[src/hdl/ssrc_pkg.sv]
// shared types and constants for the stepper speed ramp with centering
package ssrc_pkg;

   localparam int TARGET_W    = 11;
   localparam int SENSE_W     = 10;
   localparam int PERIOD_W    = 16;
   localparam int LEVEL_OUT_W = 11;
   localparam int ERR_W       = SENSE_W + 1;

   localparam int CSR_IDX_W   = 3;
   localparam int CSR_DATA_W  = 10;

   localparam int LEVEL_COUNT_DEF = 2000;

   localparam int RATE_BASE   = 300;
   localparam int RATE_SHIFT  = 2;
   localparam int STOP_PERIOD = 2500;

   localparam int DIVIDEND    = 1500000;
   localparam int DIVIDEND_W  = 21;

   localparam logic [SENSE_W-1:0] LEFT_REF_RST    = SENSE_W'(500);
   localparam logic [SENSE_W-1:0] RIGHT_REF_RST   = SENSE_W'(500);
   localparam logic [SENSE_W-1:0] LEFT_LIMIT_RST  = SENSE_W'(150);
   localparam logic [SENSE_W-1:0] RIGHT_LIMIT_RST = SENSE_W'(180);

   // configuration register indexes
   typedef enum logic [CSR_IDX_W-1:0] {
      CSR_CENTER_EN   = 3'd0,
      CSR_LEFT_REF    = 3'd1,
      CSR_RIGHT_REF   = 3'd2,
      CSR_LEFT_LIMIT  = 3'd3,
      CSR_RIGHT_LIMIT = 3'd4
   } csr_index_type;

   // controller to datapath
   typedef struct packed {
      logic capture;
      logic level_upd;
      logic stop_load;
      logic div_start;
      logic div_right;
      logic store_left;
      logic store_right;
      logic load_out;
   } ctrl_cmd_type;

   // datapath to controller
   typedef struct packed {
      logic step_work;
      logic step_stop;
      logic div_done;
   } ctrl_stat_type;

endpackage

[src/hdl/ssrc_div.sv]
// restoring divider, constant dividend over a variable divisor, one bit a cycle
module ssrc_div #(
   parameter int DIVISOR_W = 16
) (
   input  logic                          clock,
   input  logic                          reset,
   input  logic                          start,
   input  logic [DIVISOR_W-1:0]          divisor,
   output logic                          done,
   output logic [ssrc_pkg::PERIOD_W-1:0] quotient
);

   localparam int QW    = ssrc_pkg::DIVIDEND_W;
   localparam int CNT_W = $clog2(QW);

   logic [DIVISOR_W-1:0] rem_ff, rem_in;
   logic [QW-1:0]        quo_ff, quo_in;
   logic [DIVISOR_W-1:0] dvs_ff;
   logic [CNT_W-1:0]     cnt_ff;
   logic                 busy_ff;
   logic                 done_ff;
   logic [DIVISOR_W:0]   trial;
   logic                 fits;

   always_comb begin
      trial  = {rem_ff, quo_ff[QW-1]};
      fits   = trial >= {1'b0, dvs_ff};
      rem_in = fits ? DIVISOR_W'(trial - {1'b0, dvs_ff}) : trial[DIVISOR_W-1:0];
      quo_in = {quo_ff[QW-2:0], fits};
   end

   always_ff @(posedge clock) begin
      if (reset) begin
         busy_ff <= 1'b0;
         done_ff <= 1'b0;
      end else begin
         done_ff <= 1'b0;
         if (start) begin
            busy_ff <= 1'b1;
         end else if (busy_ff && cnt_ff == '0) begin
            busy_ff <= 1'b0;
            done_ff <= 1'b1;
         end
      end
   end

   always_ff @(posedge clock) begin
      if (start) begin
         rem_ff <= '0;
         quo_ff <= QW'(ssrc_pkg::DIVIDEND);
         dvs_ff <= divisor;
         cnt_ff <= CNT_W'(QW - 1);
      end else if (busy_ff) begin
         rem_ff <= rem_in;
         quo_ff <= quo_in;
         cnt_ff <= cnt_ff - 1'b1;
      end
   end

   // saturate to the period range
   assign done     = done_ff;
   assign quotient = (|quo_ff[QW-1:ssrc_pkg::PERIOD_W]) ? '1 :
                     quo_ff[ssrc_pkg::PERIOD_W-1:0];

endmodule

[src/hdl/ssrc_datapath.sv]
// datapath: config registers, level ramp, centering errors, period and result registers
module ssrc_datapath #(
   parameter int LEVEL_COUNT = ssrc_pkg::LEVEL_COUNT_DEF
) (
   input  logic                             clock,
   input  logic                             reset,
   input  ssrc_pkg::ctrl_cmd_type           cmd,
   output ssrc_pkg::ctrl_stat_type          stat,
   input  logic                             csr_wr,
   input  logic [ssrc_pkg::CSR_IDX_W-1:0]   csr_index,
   input  logic [ssrc_pkg::CSR_DATA_W-1:0]  csr_data,
   input  logic [ssrc_pkg::TARGET_W-1:0]    req_target_level,
   input  logic                             req_step_seen,
   input  logic [ssrc_pkg::SENSE_W-1:0]     req_left_sense,
   input  logic [ssrc_pkg::SENSE_W-1:0]     req_right_sense,
   output logic [ssrc_pkg::PERIOD_W-1:0]    rsp_left_period,
   output logic [ssrc_pkg::PERIOD_W-1:0]    rsp_right_period,
   output logic                             rsp_run_enable,
   output logic [ssrc_pkg::LEVEL_OUT_W-1:0] rsp_level_now
);

   localparam int TW       = ssrc_pkg::TARGET_W;
   localparam int SW       = ssrc_pkg::SENSE_W;
   localparam int EW       = ssrc_pkg::ERR_W;
   localparam int PW       = ssrc_pkg::PERIOD_W;
   localparam int LEVEL_W  = $clog2(LEVEL_COUNT);
   localparam int CMP_W    = (LEVEL_W > TW) ? LEVEL_W : TW;
   localparam int RATE_MAX = ssrc_pkg::RATE_BASE + (LEVEL_COUNT - 1) * (1 << ssrc_pkg::RATE_SHIFT);
   localparam int SUM_W    = $clog2(RATE_MAX + (1 << SW)) + 1;
   localparam int DIV_W    = SUM_W - 1;

   // configuration
   logic          center_en_ff;
   logic [SW-1:0] left_ref_ff, right_ref_ff, left_limit_ff, right_limit_ff;

   // latched beat
   logic [TW-1:0] target_ff;
   logic          step_ff;
   logic [SW-1:0] lsen_ff, rsen_ff;

   // state
   logic [LEVEL_W-1:0] level_ff;
   logic [PW-1:0]      left_period_ff, right_period_ff;
   logic signed [EW-1:0] err_l_ff, err_r_ff;

   // results
   logic [PW-1:0]      out_left_ff, out_right_ff;
   logic               out_run_ff;
   logic [LEVEL_W-1:0] out_level_ff;

   logic [CMP_W-1:0]     tgt_x, lvl_x, lvl_in;
   logic signed [EW-1:0] err_l_raw, err_r_raw, err_l_in, err_r_in;
   logic                 wall;
   logic signed [SUM_W-1:0] rate, err_sel, sum;
   logic [DIV_W-1:0]     divisor;
   logic                 div_done;
   logic [PW-1:0]        quotient;

   always_ff @(posedge clock) begin
      if (reset) begin
         center_en_ff   <= 1'b0;
         left_ref_ff    <= ssrc_pkg::LEFT_REF_RST;
         right_ref_ff   <= ssrc_pkg::RIGHT_REF_RST;
         left_limit_ff  <= ssrc_pkg::LEFT_LIMIT_RST;
         right_limit_ff <= ssrc_pkg::RIGHT_LIMIT_RST;
      end else if (csr_wr) begin
         unique case (csr_index)
            ssrc_pkg::CSR_CENTER_EN:   center_en_ff   <= csr_data[0];
            ssrc_pkg::CSR_LEFT_REF:    left_ref_ff    <= csr_data[SW-1:0];
            ssrc_pkg::CSR_RIGHT_REF:   right_ref_ff   <= csr_data[SW-1:0];
            ssrc_pkg::CSR_LEFT_LIMIT:  left_limit_ff  <= csr_data[SW-1:0];
            ssrc_pkg::CSR_RIGHT_LIMIT: right_limit_ff <= csr_data[SW-1:0];
            default: ;
         endcase
      end
   end

   always_ff @(posedge clock) begin
      if (cmd.capture) begin
         target_ff <= req_target_level;
         step_ff   <= req_step_seen;
         lsen_ff   <= req_left_sense;
         rsen_ff   <= req_right_sense;
      end
   end

   assign stat.step_work = step_ff && (target_ff != '0);
   assign stat.step_stop = step_ff && (target_ff == '0);
   assign stat.div_done  = div_done;

   // one level toward the target, then clamp
   always_comb begin
      tgt_x = CMP_W'(target_ff);
      lvl_x = CMP_W'(level_ff);
      if (tgt_x > lvl_x) begin
         lvl_in = lvl_x + 1'b1;
      end else if (tgt_x < lvl_x) begin
         lvl_in = lvl_x - 1'b1;
      end else begin
         lvl_in = lvl_x;
      end
      if (lvl_in > CMP_W'(LEVEL_COUNT - 1)) begin
         lvl_in = CMP_W'(LEVEL_COUNT - 1);
      end
   end

   // with centering on and a sense past its limit, the larger signed error drives both sides, ties go to the right side
   always_comb begin
      err_l_raw = $signed({1'b0, lsen_ff}) - $signed({1'b0, left_ref_ff});
      err_r_raw = $signed({1'b0, rsen_ff}) - $signed({1'b0, right_ref_ff});
      wall      = (lsen_ff > left_limit_ff) || (rsen_ff > right_limit_ff);
      err_l_in  = '0;
      err_r_in  = '0;
      if (center_en_ff && wall) begin
         if (err_l_raw > err_r_raw) begin
            err_l_in = err_l_raw;
            err_r_in = -err_l_raw;
         end else begin
            err_l_in = -err_r_raw;
            err_r_in = err_r_raw;
         end
      end
   end

   always_ff @(posedge clock) begin
      if (reset) begin
         level_ff        <= '0;
         left_period_ff  <= PW'(ssrc_pkg::STOP_PERIOD);
         right_period_ff <= PW'(ssrc_pkg::STOP_PERIOD);
      end else begin
         if (cmd.stop_load) begin
            level_ff        <= '0;
            left_period_ff  <= PW'(ssrc_pkg::STOP_PERIOD);
            right_period_ff <= PW'(ssrc_pkg::STOP_PERIOD);
         end
         if (cmd.level_upd) begin
            level_ff <= LEVEL_W'(lvl_in);
         end
         if (cmd.store_left) begin
            left_period_ff <= quotient;
         end
         if (cmd.store_right) begin
            right_period_ff <= quotient;
         end
      end
   end

   always_ff @(posedge clock) begin
      if (cmd.level_upd) begin
         err_l_ff <= err_l_in;
         err_r_ff <= err_r_in;
      end
   end

   // corrected rate, floored at one
   always_comb begin
      rate    = SUM_W'(ssrc_pkg::RATE_BASE) + (SUM_W'(level_ff) << ssrc_pkg::RATE_SHIFT);
      err_sel = cmd.div_right ? SUM_W'(err_r_ff) : SUM_W'(err_l_ff);
      sum     = rate + err_sel;
      divisor = (sum[SUM_W-1] || sum == '0) ? DIV_W'(1) : sum[DIV_W-1:0];
   end

   ssrc_div #(
      .DIVISOR_W (DIV_W)
   ) u_div (
      .clock    (clock),
      .reset    (reset),
      .start    (cmd.div_start),
      .divisor  (divisor),
      .done     (div_done),
      .quotient (quotient)
   );

   always_ff @(posedge clock) begin
      if (cmd.load_out) begin
         out_left_ff  <= left_period_ff;
         out_right_ff <= right_period_ff;
         out_run_ff   <= (target_ff != '0);
         out_level_ff <= level_ff;
      end
   end

   assign rsp_left_period  = out_left_ff;
   assign rsp_right_period = out_right_ff;
   assign rsp_run_enable   = out_run_ff;
   assign rsp_level_now    = ssrc_pkg::LEVEL_OUT_W'(out_level_ff);

endmodule

[src/hdl/ssrc_ctrl.sv]
// controller: sequences one tick through level update and two divisions, or a stop or idle tick straight to finish
module ssrc_ctrl (
   input  logic                    clock,
   input  logic                    reset,
   input  logic                    req_valid,
   output logic                    req_stall,
   output logic                    rsp_valid,
   input  logic                    rsp_stall,
   output ssrc_pkg::ctrl_cmd_type  cmd,
   input  ssrc_pkg::ctrl_stat_type stat
);

   typedef enum logic [2:0] {
      ST_IDLE,
      ST_DECIDE,
      ST_RUN_L,
      ST_WAIT_L,
      ST_RUN_R,
      ST_WAIT_R,
      ST_FINISH
   } state_type;

   state_type state_ff;
   logic      req_stall_ff;
   logic      rsp_valid_ff;
   logic      out_free;

   assign out_free = !rsp_valid_ff || !rsp_stall;

   always_comb begin
      cmd = '0;
      unique case (state_ff)
         ST_IDLE:   cmd.capture     = req_valid;
         ST_DECIDE: begin
            cmd.level_upd = stat.step_work;
            cmd.stop_load = stat.step_stop;
         end
         ST_RUN_L:  cmd.div_start   = 1'b1;
         ST_WAIT_L: cmd.store_left  = stat.div_done;
         ST_RUN_R: begin
            cmd.div_start = 1'b1;
            cmd.div_right = 1'b1;
         end
         ST_WAIT_R: cmd.store_right = stat.div_done;
         ST_FINISH: cmd.load_out    = out_free;
         default: ;
      endcase
   end

   always_ff @(posedge clock) begin
      if (reset) begin
         state_ff     <= ST_IDLE;
         req_stall_ff <= 1'b0;
         rsp_valid_ff <= 1'b0;
      end else begin
         // result register fills from the finish state, empties on an accepted beat
         if (state_ff == ST_FINISH && out_free) begin
            rsp_valid_ff <= 1'b1;
         end else if (rsp_valid_ff && !rsp_stall) begin
            rsp_valid_ff <= 1'b0;
         end
         unique case (state_ff)
            ST_IDLE: begin
               if (req_valid) begin
                  state_ff     <= ST_DECIDE;
                  req_stall_ff <= 1'b1;
               end
            end
            ST_DECIDE: begin
               state_ff <= stat.step_work ? ST_RUN_L : ST_FINISH;
            end
            ST_RUN_L:  state_ff <= ST_WAIT_L;
            ST_WAIT_L: begin
               if (stat.div_done) begin
                  state_ff <= ST_RUN_R;
               end
            end
            ST_RUN_R:  state_ff <= ST_WAIT_R;
            ST_WAIT_R: begin
               if (stat.div_done) begin
                  state_ff <= ST_FINISH;
               end
            end
            ST_FINISH: begin
               if (out_free) begin
                  state_ff     <= ST_IDLE;
                  req_stall_ff <= 1'b0;
               end
            end
            default: begin
               state_ff     <= ST_IDLE;
               req_stall_ff <= 1'b0;
            end
         endcase
      end
   end

   assign req_stall = req_stall_ff;
   assign rsp_valid = rsp_valid_ff;

endmodule

[src/hdl/stepper_speed_ramp_with_centering.sv]
// top level: stepper speed ramp with wall centering
// a tick with a step seen and a nonzero target runs from accept to result valid through
// decide, two passes of the shared 21-step divider (left, then right), and the result load;
// a tick with no step seen, or a stop, goes from decide straight to the result load;
// one tick is in flight at a time; the next beat can be taken as the result appears
// synchronous reset clears the level, sets both periods to 2500 and config to defaults
module stepper_speed_ramp_with_centering #(
   parameter int LEVEL_COUNT = ssrc_pkg::LEVEL_COUNT_DEF
) (
   input  logic                             clock,
   input  logic                             reset,
   // configuration write channel
   input  logic                             csr_valid,
   output logic                             csr_ready,
   input  logic [ssrc_pkg::CSR_IDX_W-1:0]   csr_index,
   input  logic [ssrc_pkg::CSR_DATA_W-1:0]  csr_data,
   // tick input channel
   input  logic                             req_valid,
   output logic                             req_stall,
   input  logic [ssrc_pkg::TARGET_W-1:0]    req_target_level,
   input  logic                             req_step_seen,
   input  logic [ssrc_pkg::SENSE_W-1:0]     req_left_sense,
   input  logic [ssrc_pkg::SENSE_W-1:0]     req_right_sense,
   // result channel
   output logic                             rsp_valid,
   input  logic                             rsp_stall,
   output logic [ssrc_pkg::PERIOD_W-1:0]    rsp_left_period,
   output logic [ssrc_pkg::PERIOD_W-1:0]    rsp_right_period,
   output logic                             rsp_run_enable,
   output logic [ssrc_pkg::LEVEL_OUT_W-1:0] rsp_level_now
);

   ssrc_pkg::ctrl_cmd_type  cmd;
   ssrc_pkg::ctrl_stat_type stat;
   logic                    csr_wr;

   // config registers take a write every cycle; user writes only while idle, not enforced
   assign csr_ready = 1'b1;
   assign csr_wr    = csr_valid && csr_ready;

   // state machine: handshakes and the order of datapath operations
   ssrc_ctrl u_ctrl (
      .clock     (clock),
      .reset     (reset),
      .req_valid (req_valid),
      .req_stall (req_stall),
      .rsp_valid (rsp_valid),
      .rsp_stall (rsp_stall),
      .cmd       (cmd),
      .stat      (stat)
   );

   // level ramp, centering correction, period divider and result beat register
   ssrc_datapath #(
      .LEVEL_COUNT (LEVEL_COUNT)
   ) u_datapath (
      .clock            (clock),
      .reset            (reset),
      .cmd              (cmd),
      .stat             (stat),
      .csr_wr           (csr_wr),
      .csr_index        (csr_index),
      .csr_data         (csr_data),
      .req_target_level (req_target_level),
      .req_step_seen    (req_step_seen),
      .req_left_sense   (req_left_sense),
      .req_right_sense  (req_right_sense),
      .rsp_left_period  (rsp_left_period),
      .rsp_right_period (rsp_right_period),
      .rsp_run_enable   (rsp_run_enable),
      .rsp_level_now    (rsp_level_now)
   );

endmodule

[config.mk]
export PLATFORM = sky130hd
export DESIGN_NAME = stepper_speed_ramp_with_centering
export DESIGN_NICKNAME = d
export VERILOG_FILES = /design/src/hdl/ssrc_pkg.sv /design/src/hdl/ssrc_div.sv /design/src/hdl/ssrc_datapath.sv /design/src/hdl/ssrc_ctrl.sv /design/src/hdl/stepper_speed_ramp_with_centering.sv
export SDC_FILE = /design/constraint.sdc
export NUM_CORES = 1
export LEC_CHECK = 0
export ABC_CLOCK_PERIOD_IN_PS = 8960
export BUFFER_PORTS_ARGS = -buffer_cell sky130_fd_sc_hd__buf_2
export CAP_MARGIN = 20
export CORE_UTILIZATION = 65
export DETAILED_ROUTE_END_ITERATION = 8
export GPL_ROUTABILITY_DRIVEN = 0
export PLACE_DENSITY = 0.85
export SYNTH_ARGS = -nofsm -noshare
export SYNTH_HDL_FRONTEND = slang
export SYNTH_SLANG_ARGS = --single-unit
[constraint.sdc]
create_clock -name clock -period 8.96 [get_ports clock]
set_clock_uncertainty 0.1 [all_clocks]
set_input_delay 1.344 -clock clock [delete_from_list [all_inputs] [get_ports clock]]
set_output_delay 1.344 -clock clock [all_outputs]
set_load 0.05 [all_outputs]
# --- Word-level counts from Yosys, hierarchy flattened ---
# Index checks and enable logic that the tools add are counted.
classes:
  n_addsub: 10
  bitwise_logic: 1
  eq_ne: 14
  reduce_logical: 33
  order_cmp: 7
  n_mux: 34
op_table:
  columns: ["cell", "n"]
  rows:
  - ["11-bit 2-to-1 mux", 7]
  - ["16-bit 2-to-1 mux", 4]
  - ["11-bit > comparator", 2]
  - ["11-bit negation", 2]
  - ["10-bit by 10-bit subtractor with 11-bit output", 2]
  - ["3-bit case mux with 7 select lines", 1]
  - ["10-bit > comparator", 2]
  - ["15-bit adder", 1]
  - ["15-bit by 14-bit >= comparator with 1-bit output", 1]
  - ["15-bit zero test", 1]
  - ["15-bit 2-to-1 mux", 1]
  - ["3-bit 2-to-1 mux", 5]
  - ["9-bit by 13-bit adder with 14-bit output, first input constant", 1]
  - ["14-bit 2-to-1 mux", 1]
  - ["14-bit subtractor", 1]
  - ["1-bit 2-to-1 mux", 13]
  - ["3-bit by 2-bit equality test with 1-bit output, second input constant", 4]
  - ["3-bit equality test, second input constant", 4]
  - ["11-bit by 1-bit adder with 11-bit output, second input constant", 1]
  - ["11-bit > comparator, second input constant", 1]
  - ["11-bit zero test", 1]
  - ["11-bit less-than comparator", 1]
  - ["11-bit nonzero test", 1]
  - ["11-bit by 1-bit subtractor with 11-bit output, second input constant", 1]
  - ["18 further kinds", 40]
totals:
  output_inout_bits: 47
  word_cells: 126
  regBits: 243
  inputBits: 50

# --- Longest topological paths before layout ---
# Gate-level depths: netlist of run 1.
logic_depth:
  word_depth: 6
  depth_mapped: 20

# --- Modules after synthesis ---
# From an unflattened synthesis of run 1, not the netlist that was laid out.
unflattened:
  hier_cells: 1412
  hier_area_um2: 13559.3
by_module_without_submodules:
  columns: ["mod", "area_each_um2", "n_inst", "seq_area_each_um2", "cells_per_inst"]
  rows:
  - ["ssrc_datapath", 10201.0, 1, 4594.4, 1058]
  - ["ssrc_div", 2925.3, 1, 1261.2, 297]
  - ["ssrc_ctrl", 421.7, 1, 100.1, 55]
  - ["stepper_speed_ramp_with_centering", 11.3, 1, 0.0, 2]

# --- Worst setup path before layout of run 1 ---
# Ideal clock, no wire load.
synth_timing:
  kind: "in2reg"
  startpoint: "input rsp_stall"
  endpoint: "register u_datapath.out_left_ff[0] (netlist: u_datapath.rsp_left_period[0]) (enable)"
  path_buffers: 0
  t_required_ps: 8351
  setup_time_ps: 509
  slack_ps: 3683
  stages: 2
  t_arrival_ps: 4668
  path_cell_list: "nand2_1 -> nor3b_1"
synth_lines:
  columns: ["element", "line", "text"]
  rows:
  - ["start, declared", "stepper_speed_ramp_with_centering.sv:26", "input logic rsp_stall,"]
  - ["end signal, assigned", "ssrc_datapath.sv:176", "out_left_ff <= left_period_ff;"]
  - ["end, declared", "ssrc_datapath.sv:47", "logic [PW-1:0] out_left_ff, out_right_ff;"]

# --- Worst setup path after layout of run 1 ---
layout_timing:
  startpoint: "register u_datapath.rsen_ff[0]"
  endpoint: "register u_datapath.err_r_ff[0], data pin"
layout_between:
  elab_chain_cells: 3
  word_cells_on_any_way: 6
  cone_classes: "1 x add/sub; 2 x order compare; 1 x mux; 2 x reduce/logical"
layout_lines:
  columns: ["element", "line", "text"]
  rows:
  - ["start, declared", "ssrc_datapath.sv:39", "logic [SW-1:0] lsen_ff, rsen_ff;"]
  - ["start signal, assigned", "ssrc_datapath.sv:83", "rsen_ff <= req_right_sense;"]
  - ["10-bit by 10-bit subtractor with 11-bit output / 10-bit > comparator (equally long branches)", "ssrc_datapath.sv:110, ssrc_datapath.sv:111", null]
  - ["11-bit > comparator / 1-bit logical OR (equally long branches)", "ssrc_datapath.sv:115, ssrc_datapath.sv:111", null]
  - ["11-bit 2-to-1 mux / 1-bit logical AND (equally long branches)", "ssrc_datapath.sv:115, ssrc_datapath.sv:114", null]
  - ["end signal, assigned", "ssrc_datapath.sv:151", "err_r_ff <= err_r_in;"]
  - ["end, declared", "ssrc_datapath.sv:44", "logic signed [EW-1:0] err_l_ff, err_r_ff;"]
# Several ways; a longest one is shown, not always the timed one.
# A chain may end at the register's enable or synchronous reset.

==> flow_metrics.tcl, run 1 <==
set metrics [dict create \
    outcome "complete, no violations" \
    drt-wirelength-per-cell_um 17.6 \
    cts_setup_buffers 0 \
    nFillCells 1448 \
    core-area_um2 20300 \
    clock_sinks 242 \
    synth.avg_cell_area_um2 9.58 \
    grt_pass1_vias 10500 \
    crit_family "compound AO/OA/AOI/OAI gates" \
    synthCells 1411 \
    rsz0062_at_grt "false" \
    vias 10900 \
    postRouteAntennaNets 0 \
    fmax_mhz 212 \
    synth_xor_xnor_area_share 0.0336 \
    gr-total-overflow 0 \
    slew_violations 0 \
    htree_levels 1 \
    finalNonFillerCells 1769 \
    numCtsBuffers 25 \
    root_buffer "clkbuf_16" \
    first_iter_violations 976 \
    critPathRequiredTime_ns 9.14 \
    track_usage 0.291 \
    synth_mux_area_frac 0.0520 \
    final_nets 1627 \
    slew-limit-headroom 0.337 \
    antenna_found_initial 0 \
    antenna_cells 0 \
    firstDrtPassIters 7 \
    worst-path-buf-inv 3 \
    grt_first_pass_wirelength_mm 50.8 \
    ios 97 \
    finalWirelength_mm 31.2 \
    synthAdderAreaFrac 0.0920 \
    clock_path_buffers 3 \
    holdWs_ns 0.340 \
    end_kind "flop" \
    drt-vias-per-instance 6.15 \
    start_util 0.666 \
    cpMostUsedCell "inv_1" \
    period_share 0.526 \
    die_area_um2 21400 \
    final_area_um2 14900 \
    cts_tree "built" \
    maxCapViolCount 0 \
    synth_edf_count 111 \
    min_path_type "flop to flop" \
    hold_violations 0 \
    synth_warnings 0 \
    synth_top_family_by_area "simple AND/OR/NAND/NOR gates" \
    synth-simple-area-share 0.184 \
    yosys_register_bits 242 \
    place_area_um2 14100 \
    chipHeight_um 146 \
    yosysSeqAreaShare 0.441 \
    path_clk_slew_ns 0.06 \
    area_growth_pct 10.6 \
    worstPathCellList "inv_1 > ha_1 > inv_1 > fa_1 > and3_1 > o211ai_1 > a31oi_1 > a21o_1 > a21oi_1 > inv_1 > ha_1 > a31o_2 > a221oi_1 > a211oi_1 > o21ai_1 > o311ai_4 > or2_1 > o211a_1" \
    synth_cell_types 99 \
    final.setup.tns_ns 0 \
    drc 0 \
    ir_drop_uv 210 \
    clock_latency_ns 0.54 \
    port-buffer-count 95 \
    hold_buffers 0 \
    setup_violations 0 \
    async_flop_share 0 \
    grt_max_degree 99 \
    arrival_ns 4.89 \
    mostFrequentLayoutCell "nand2_1" \
    dp.cells 1723 \
    ys.flop_type "dfxtp_1" \
    powerDensity_nw_per_um2 233 \
    rows 52 \
    final.min_clock_period_ns 4.71 \
    syn_nets 1558 \
    worstPathMaxFanout 13 \
    crit_type "flop to flop" \
    synth_area_um2 13500 \
    die_w_um 146 \
    drive_above_1_share 0.137 \
    critPathMaxStageDelay_ns 0.50 \
    cts_resized 0 \
    power.leakage_nw 6.08 \
    layout_common_cells "nand2_1 (173), dfxtp_1 (130), edfxtp_1 (111)" \
    dp_hpwl_mm 22.4 \
    synth_compound_area_frac 0.147 \
    cp_slowest_cell "or2_1" \
    start_kind "flop" \
    worst_pin_slew_ns 0.992 \
]
## layout make-up
class,count,area [um^2],share of cell area
inverters,105,394,0.0264
multi-input cells,1002,6890,0.461
clock buffers,32,714,0.0478
well taps,270,338,0.0226
flip-flops and latches,242,5960,0.399
repair buffers,104,547,0.0366
clock inverters,14,103,0.00686
## worst reg2reg max path, delay by kind of cell, from the launching register on
| kind | cells | cell delay, ns |
|---|---|---|
| AOI/OAI and AO/OA | 10 | 2.14 |
| adders and majority gates | 3 | 0.93 |
| buffers and inverters | 3 | 0.24 |
| DFF | 1 | 0.35 |
| and+or+nand+nor | 2 | 0.70 |
## final timing paths
kind | start | endpoint | slack (ns) | cells after the start
min | u_datapath.right_period_ff[0]$_SDFFE_PP0P_ | u_datapath.rsp_right_period[0]$_DFFE_PP_ | 0.34 | 0
max reg2reg | u_datapath.rsen_ff[0]$_DFFE_PP_ | u_datapath.err_r_ff[0]$_SDFFCE_PN0P_ | 4.25 | 18
min reg2reg | u_datapath.right_period_ff[0]$_SDFFE_PP0P_ | u_datapath.rsp_right_period[0]$_DFFE_PP_ | 0.34 | 0
max | u_datapath.rsen_ff[0]$_DFFE_PP_ | u_datapath.err_r_ff[0]$_SDFFCE_PN0P_ | 4.25 | 18
## through the flow
step                      total power, mW  setup WS (ns)   util
after floorplan                      2.24           3.68      -
after global placement               2.42           4.51  0.696
after CTS                            3.49           4.29  0.736
after detailed placement             2.47           4.30  0.696
after global routing                 3.67           3.94  0.736
final                                3.49           4.25  0.736
## synthesized netlist by cell type (6+ instances only)
library cell / n / share of area
o2111ai_1: 7 / 0.0045
o41ai_1: 6 / 0.0039
a211oi_1: 13 / 0.0072
a21oi_1: 83 / 0.031
clkbuf_1: 49 / 0.014
mux2_2: 10 / 0.0083
or3_1: 14 / 0.0065
a211o_1: 7 / 0.0045
and3_1: 13 / 0.0060
nor2_1: 81 / 0.022
dfxtp_1: 131 / 0.19
nand3_1: 34 / 0.013
nand4_1: 16 / 0.0074
nor4_1: 11 / 0.0051
edfxtp_1: 111 / 0.25
a21o_1: 10 / 0.0056
xor2_1: 22 / 0.014
o21ai_0: 57 / 0.021
nor2b_1: 15 / 0.0069
a22oi_1: 6 / 0.0033
mux2i_1: 59 / 0.044
nand3b_1: 22 / 0.012
o22ai_1: 15 / 0.0069
xnor2_1: 28 / 0.018
inv_1: 103 / 0.029
a31oi_1: 10 / 0.0046
o21a_1: 11 / 0.0061
o211ai_1: 8 / 0.0044
nand2b_1: 24 / 0.011
nand2_1: 173 / 0.048
and2_1: 8 / 0.0037
or2_2: 6 / 0.0028
nor3_1: 34 / 0.013
ha_1: 93 / 0.086
## flip-flops by register name (all words and copies together) (netlist names), 11 cells and up
name	flops
u_datapath.level_ff	11
u_datapath.err_r_ff	11
u_datapath.u_div.dvs_ff	14
u_datapath.rsp_left_period	16
u_datapath.left_period_ff	16
u_datapath.right_period_ff	16
u_datapath.u_div.quo_ff	21
u_datapath.target_ff	11
u_datapath.rsp_level_now	11
u_datapath.u_div.rem_ff	14
u_datapath.rsp_right_period	16
## kinds of logic after synthesis
kind of cell,count (synthesis)
other cells,1
flops,242
mux,69
buf+inv,167
simple gates,490
xor+xnor,51
fa+ha+maj,97
compound gates,294
## report_power, final
| part | switching [mW] | internal, mW |
|---|---|---|
| clock network | 0.443 | 0.574 |
| logic | 0.634 | 0.431 |
| registers | 0.116 | 1.29 |
| total | 1.19 | 2.30 |
## metal layers
layer	part of all wire	track usage
met2	0.51	0.526
met4	0.036	0.113
met3	0.063	0.0403
met5	0	0
met1	0.39	0.349
Power figures use the tool's default switching activity.
==> inputs of run 2 (changes only) <==
Settings changed: ABC_AREA set to 1, ABC_CLOCK_PERIOD_IN_PS 8960 to 4700, CORE_UTILIZATION 65 to 61, PLACE_DENSITY 0.85 to 0.81.
Clock period 8.96 ns to 4.7 ns, I/O delays scaled along.
==> run 2 against run 1 <==
  * Critical endpoint is now u_datapath.u_div.dvs_ff[8]$_SDFFCE_PP0P_
  * Count of clock-buffer cells in the layout rose by 5
  * Register-to-register slack got worse by 3.6 ns
  * Sequential share of layout area is 0.50 points higher
  * Clock power rose by 100%
  * First-iteration DRC count fell by 1.3%
  * Worst hold slack got worse by 0.10 ns
  * Critical path depth is 1 higher
==> flow_metrics.tcl, run 2 <==
set metrics [dict create \
    chipHeight_um 149 \
    crit_end "u_datapath.u_div.dvs_ff[8]$_SDFFCE_PP0P_" \
    end_kind "flop" \
    ir_drop_uv 371 \
    synth_top_family_by_area "simple AND/OR/NAND/NOR gates" \
    clock_sinks 242 \
    fmax_mhz 245 \
    comb_power_share 0.468 \
    crit_type "flop to flop" \
    synth_cell_types 51 \
    holdWs_ns 0.240 \
    cp_slowest_cell "dfxtp_1" \
    swShare 0.424 \
    vias 11100 \
    grt_max_degree 45 \
    gr-total-overflow 0 \
    drt-vias-per-instance 5.69 \
    synth-simple-area-share 0.200 \
    reg2reg_slack_ns 0.62 \
    cp.depth 19 \
    synth_common_cells "nand2_1 (352), inv_1 (168), a21oi_1 (145)" \
    synth_warnings 0 \
    synth_xor_xnor_area_share 0.0464 \
    path_clk_slew_ns 0.06 \
    yosysSeqAreaShare 0.453 \
    largest_register_ffs 21 \
    r2r-end "u_datapath.u_div.dvs_ff[8]$_SDFFCE_PP0P_" \
    synthCells 1583 \
    yosys_register_bits 242 \
    cts_setup_buffers 0 \
    finalNonFillerCells 1957 \
    critPathMaxStageDelay_ns 0.57 \
    rows 53 \
    firstDrtPassIters 5 \
    ff2ff_path_depth 19 \
    power.leakage_nw 6.43 \
    dp.cells 1909 \
    synth_edf_count 111 \
    cts_tree "built" \
    area_growth_pct 12.1 \
    drive_above_1_share 0.107 \
    outcome "complete, no violations" \
    grt_pass1_vias 10700 \
    largest_register "u_datapath.u_div.quo_ff" \
    mostFrequentLayoutCell "nand2_1" \
    dp_hpwl_mm 22.0 \
    power_mw 9.64 \
    htree_levels 1 \
    postRouteAntennaNets 0 \
    slew_violations 0 \
    finalWirelength_mm 30.3 \
    async_flop_share 0 \
    antenna_cells 0 \
    crit_start "u_datapath.level_ff[0]$_SDFFE_PP0P_" \
    slew-limit-headroom 0.351 \
    clock_latency_ns 0.54 \
    place_area_um2 13800 \
    start_util 0.624 \
    worst-path-buf-inv 2 \
    place_ws_ns 0.698 \
    track_usage 0.273 \
    period_share 0.869 \
    first_iter_violations 963 \
    hold_buffers 0 \
    hold_violations 0 \
    seqPwrFrac 0.317 \
    start_kind "flop" \
    final_nets 1810 \
    maxCapViolCount 0 \
    clock_path_buffers 3 \
    setup_slack_ns 0.615 \
    synth_mux_area_frac 0.00846 \
    worstPathCellList "inv_1 > ha_1 > nor2_1 > nor2_1 > nor2_1 > nor2_1 > nor3_1 > xor2_1 > ha_1 > inv_1 > nor3_1 > nand3_1 > nand4_1 > xnor2_1 > nand2_1 > nor2_1 > nand3_1 > nand2_1 > nor2_1" \
    setup_violations 0 \
    layout_common_cells "nand2_1 (352), inv_1 (168), a21oi_1 (144)" \
    cts_resized 0 \
    final.setup.tns_ns 0 \
    final_core_util 0.700 \
    port-buffer-count 95 \
    power.switching_mw 4.09 \
    drc 0 \
    synth_area_um2 13200 \
    clkPwrFrac 0.214 \
    final.min_clock_period_ns 4.08 \
    die_w_um 149 \
    drt-wirelength-per-cell_um 15.5 \
    worst_pin_slew_ns 0.971 \
    crit_family "simple AND/OR/NAND/NOR gates" \
    ys.flop_type "dfxtp_1" \
    syn_nets 1730 \
    arrival_ns 4.24 \
    die_area_um2 22200 \
    numCtsBuffers 25 \
    timing.rr.start "u_datapath.level_ff[0]$_SDFFE_PP0P_" \
    root_buffer "clkbuf_16" \
    nFillCells 1640 \
    powerDensity_nw_per_um2 653 \
    synth_area_leaders "edfxtp_1 (25%), dfxtp_1 (20%), nand2_1 (10%)" \
    netlist.area_leader.share 0.253 \
    yosysMostFrequentCell "nand2_1" \
    min_path_type "primary input to flop" \
    core-area_um2 21100 \
    worstPathMaxFanout 12 \
    yosys.area.top_type "edfxtp_1" \
    synth.avg_cell_area_um2 8.31 \
    p_int_mw 5.55 \
    synthAdderAreaFrac 0.0945 \
    synth_compound_area_frac 0.130 \
    ios 97 \
    final_area_um2 14800 \
    cpMostUsedCell "nor2_1" \
    rsz0062_at_grt "false" \
    antenna_found_initial 0 \
    critPathRequiredTime_ns 4.85 \
    grt_first_pass_wirelength_mm 49.4 \
]
[run 2: final cells by class]
cell class | instances | area (um^2) | area share
multi-input combinational | 1114 | 6340 | 0.429
sequential | 242 | 5960 | 0.404
clock buffer | 37 | 732 | 0.0496
inverter | 174 | 653 | 0.0443
timing repair buffer | 106 | 598 | 0.0405
tap | 275 | 344 | 0.0233
clock inverter | 9 | 140 | 0.00949
[run 2: how the worst min path moves through the flow]
stage | start | end | cells past startpoint
after floorplan | u_datapath.level_ff[2]$_SDFFE_PP0P_ | u_datapath.rsp_level_now[2]$_DFFE_PP_ | 0
after global placement | u_datapath.left_period_ff[2]$_SDFFE_PP1P_ | u_datapath.rsp_left_period[2]$_DFFE_PP_ | 0
after detailed placement | u_datapath.right_period_ff[8]$_SDFFE_PP1P_ | u_datapath.rsp_right_period[8]$_DFFE_PP_ | 0
after CTS | req_target_level[7] | u_datapath.target_ff[7]$_DFFE_PP_ | 1
after global routing | req_target_level[5] | u_datapath.target_ff[5]$_DFFE_PP_ | 1
final | req_target_level[6] | u_datapath.target_ff[6]$_DFFE_PP_ | 1
[run 2: per-layer routing]
metal	wire, um	up-vias	track usage
li1	-	5472	-
met1	12400	5123	0.335
met2	15000	457	0.486
met3	1870	84	0.0306
met4	1030	0	0.116
met5	0	-	0
[run 2: cell families (layout without fill, tap and decap cells)]
kind of cell	after synthesis	count (layout)
AOI/OAI and AO/OA	304	304
muxes	10	10
DFF	242	242
buffers and inverters	227	326
xor gates and xnor gates	68	68
adders and majority gates	97	97
other	1	1
and+or+nand+nor	634	634
[run 2: power groups by stage]
stage	registers, mW	clock network [mW]	logic, mW
6_report	3.06	2.06	4.51
3_3_place_gp	3.08	0	4.26
2_1_floorplan	3.06	0	3.49
5_1_grt	3.10	2.16	5.07
3_5_place_dp	3.09	0	4.40
4_1_cts	3.05	2.09	4.44
==> inputs of run 3 (changes only) <==
Settings changed: CORE_ASPECT_RATIO set to 1.25.
==> run 3 against run 2 <==
  * Critical path type unchanged
  * Largest power group unchanged
  * Global-route usage is 0.49 points higher
  * Largest cell class unchanged
  * Non-clock buffer count is 3 higher
  * Maximum frequency is 4.0% higher
  * Register-to-register slack better by 0.16 ns
==> flow_metrics.tcl, run 3 (synthesis results as in run 2) <==
set metrics [dict create \
    outcome "complete, no violations" \
    crit_type "flop to flop" \
    hold_buffers 0 \
    core-area_um2 21000 \
    grt_first_pass_wirelength_mm 50.2 \
    rsz0062_at_grt "false" \
    antenna_found_initial 0 \
    r2r-end "u_datapath.err_l_ff[10]$_SDFFCE_PN0P_" \
    final.min_clock_period_ns 3.93 \
    layout_common_cells "nand2_1 (352), inv_1 (168), a21oi_1 (144)" \
    vias 11100 \
    holdPathEnd "u_datapath.target_ff[0]$_DFFE_PP_" \
    start_util 0.628 \
    cts_setup_buffers 0 \
    fmax_mhz 255 \
    port-buffer-count 95 \
    cp_slowest_cell "fa_1" \
    holdPathStages 1 \
    die_area_um2 22200 \
    reg2reg_slack_ns 0.77 \
    clock_sinks 242 \
    drt-vias-per-instance 5.67 \
    chipHeight_um 166 \
    dp_hpwl_mm 22.1 \
    track_usage 0.278 \
    numCtsBuffers 25 \
    min_path_type "primary input to flop" \
    htree_levels 1 \
    cts_resized 0 \
    holdWs_ns 0.237 \
    worst_pin_slew_ns 1.07 \
    largest_register_ffs 21 \
    final_nets 1813 \
    area_growth_pct 12.1 \
    gr-total-overflow 0 \
    antenna_cells 0 \
    firstDrtPassIters 5 \
    critPathRequiredTime_ns 4.89 \
    first_iter_violations 804 \
    drive_above_1_share 0.110 \
    die_w_um 133 \
    drt-wirelength-per-cell_um 15.6 \
    worst-path-buf-inv 3 \
    timing.rr.start "u_datapath.lsen_ff[0]$_DFFE_PP_" \
    path_clk_slew_ns 0.06 \
    rows 59 \
    start_kind "flop" \
    slew-limit-headroom 0.288 \
    min_from "req_target_level[0]" \
    root_buffer "clkbuf_16" \
    ff2ff_path_depth 20 \
    grt_pass1_vias 10800 \
    hold_violations 0 \
    grt_max_degree 49 \
    ios 97 \
    postRouteAntennaNets 0 \
    critPathMaxStageDelay_ns 0.41 \
    ir_drop_uv 433 \
    slew_violations 0 \
    worstPathCellList "inv_1 > ha_1 > fa_1 > inv_1 > nand3_1 > nand2_1 > nand4_1 > o211ai_1 > xor2_1 > inv_1 > ha_1 > a21oi_1 > nor2_1 > nor2_2 > nand2_1 > nand2_1 > nand2_2 > nand2_2 > and2_1 > nor2_2" \
    mostFrequentLayoutCell "nand2_1" \
    period_share 0.836 \
    largest_register "u_datapath.u_div.quo_ff" \
    arrival_ns 4.12 \
    powerDensity_nw_per_um2 661 \
    clock_latency_ns 0.54 \
    power_mw 9.75 \
    worstPathMaxFanout 22 \
    power.leakage_nw 6.44 \
    end_kind "flop" \
    cts_tree "built" \
    crit_family "simple AND/OR/NAND/NOR gates" \
    final.setup.tns_ns 0 \
    finalWirelength_mm 30.5 \
    clock_path_buffers 3 \
    maxCapViolCount 0 \
    setup_violations 0 \
    drc 0 \
]
-- run 3: cell count changes in the layout (fill, tap and decap cells not counted) --
cell / previous run / this run
inv_6: 0 / 1
bufinv_16: 3 / 4
clkinv_4: 0 / 2
clkinvlp_4: 2 / 3
clkbuf_8: 4 / 3
buf_16: 2 / 0
buf_4: 9 / 14
clkbuf_1: 7 / 3
clkbuf_16: 26 / 25
clkinv_1: 5 / 6
-- run 3: cell type report --
cell class                      count  area, um^2
Clock buffer                       31         678
Fill cell                        1620        6210
Multi-Input combinational cell   1114        6340
Inverter                          174         653
Tap cell                          274         343
Timing Repair Buffer              109         581
Sequential cell                   242        5960
Clock inverter                     15         208
-- run 3: power by group --
part	switching [mW]	leakage [nW]	internal, mW
clock	0.855	0.426	1.26
combinational	2.99	3.90	1.58
sequential	0.304	2.11	2.75
total	4.15	6.44	5.60
-- run 3: through the flow --
| stage | setup WS, ns | instances | utilization | area (um^2) |
|---|---|---|---|---|
| 2_1_floorplan | 1.26 | 1583 | - | 13200 |
| 3_3_place_gp | 0.897 | 1913 | 0.661 | 13900 |
| 3_5_place_dp | 0.799 | 1913 | 0.661 | 13900 |
| 4_1_cts | 0.778 | 1959 | 0.704 | 14800 |
| 5_1_grt | 0.287 | 1959 | 0.704 | 14800 |
| 6_report | 0.771 | 1959 | 0.704 | 14800 |
-- run 3: worst max path at each step --
stage,startpoint,end,cells past startpoint
floorplan,rsp_stall,u_datapath.rsp_left_period[0]$_DFFE_PP_,1
global placement,u_datapath.level_ff[0]$_SDFFE_PP0P_,u_datapath.u_div.dvs_ff[11]$_SDFFCE_PP0P_,19
detailed placement,u_datapath.lsen_ff[0]$_DFFE_PP_,u_datapath.err_l_ff[10]$_SDFFCE_PN0P_,19
CTS,u_datapath.lsen_ff[0]$_DFFE_PP_,u_datapath.err_l_ff[10]$_SDFFCE_PN0P_,20
global route,u_datapath.level_ff[0]$_SDFFE_PP0P_,u_datapath.u_div.dvs_ff[7]$_SDFFCE_PP0P_,19
finish,u_datapath.lsen_ff[0]$_DFFE_PP_,u_datapath.err_l_ff[10]$_SDFFCE_PN0P_,20
-- run 3: routing by layer --
metal	up-vias	track usage	wire length [um]	share of wire
li1	5487	-	-	-
met1	5120	0.304	11600	0.38
met2	393	0.522	16100	0.53
met3	108	0.0293	1450	0.047
met4	0	0.148	1390	0.046
met5	-	0	0	0
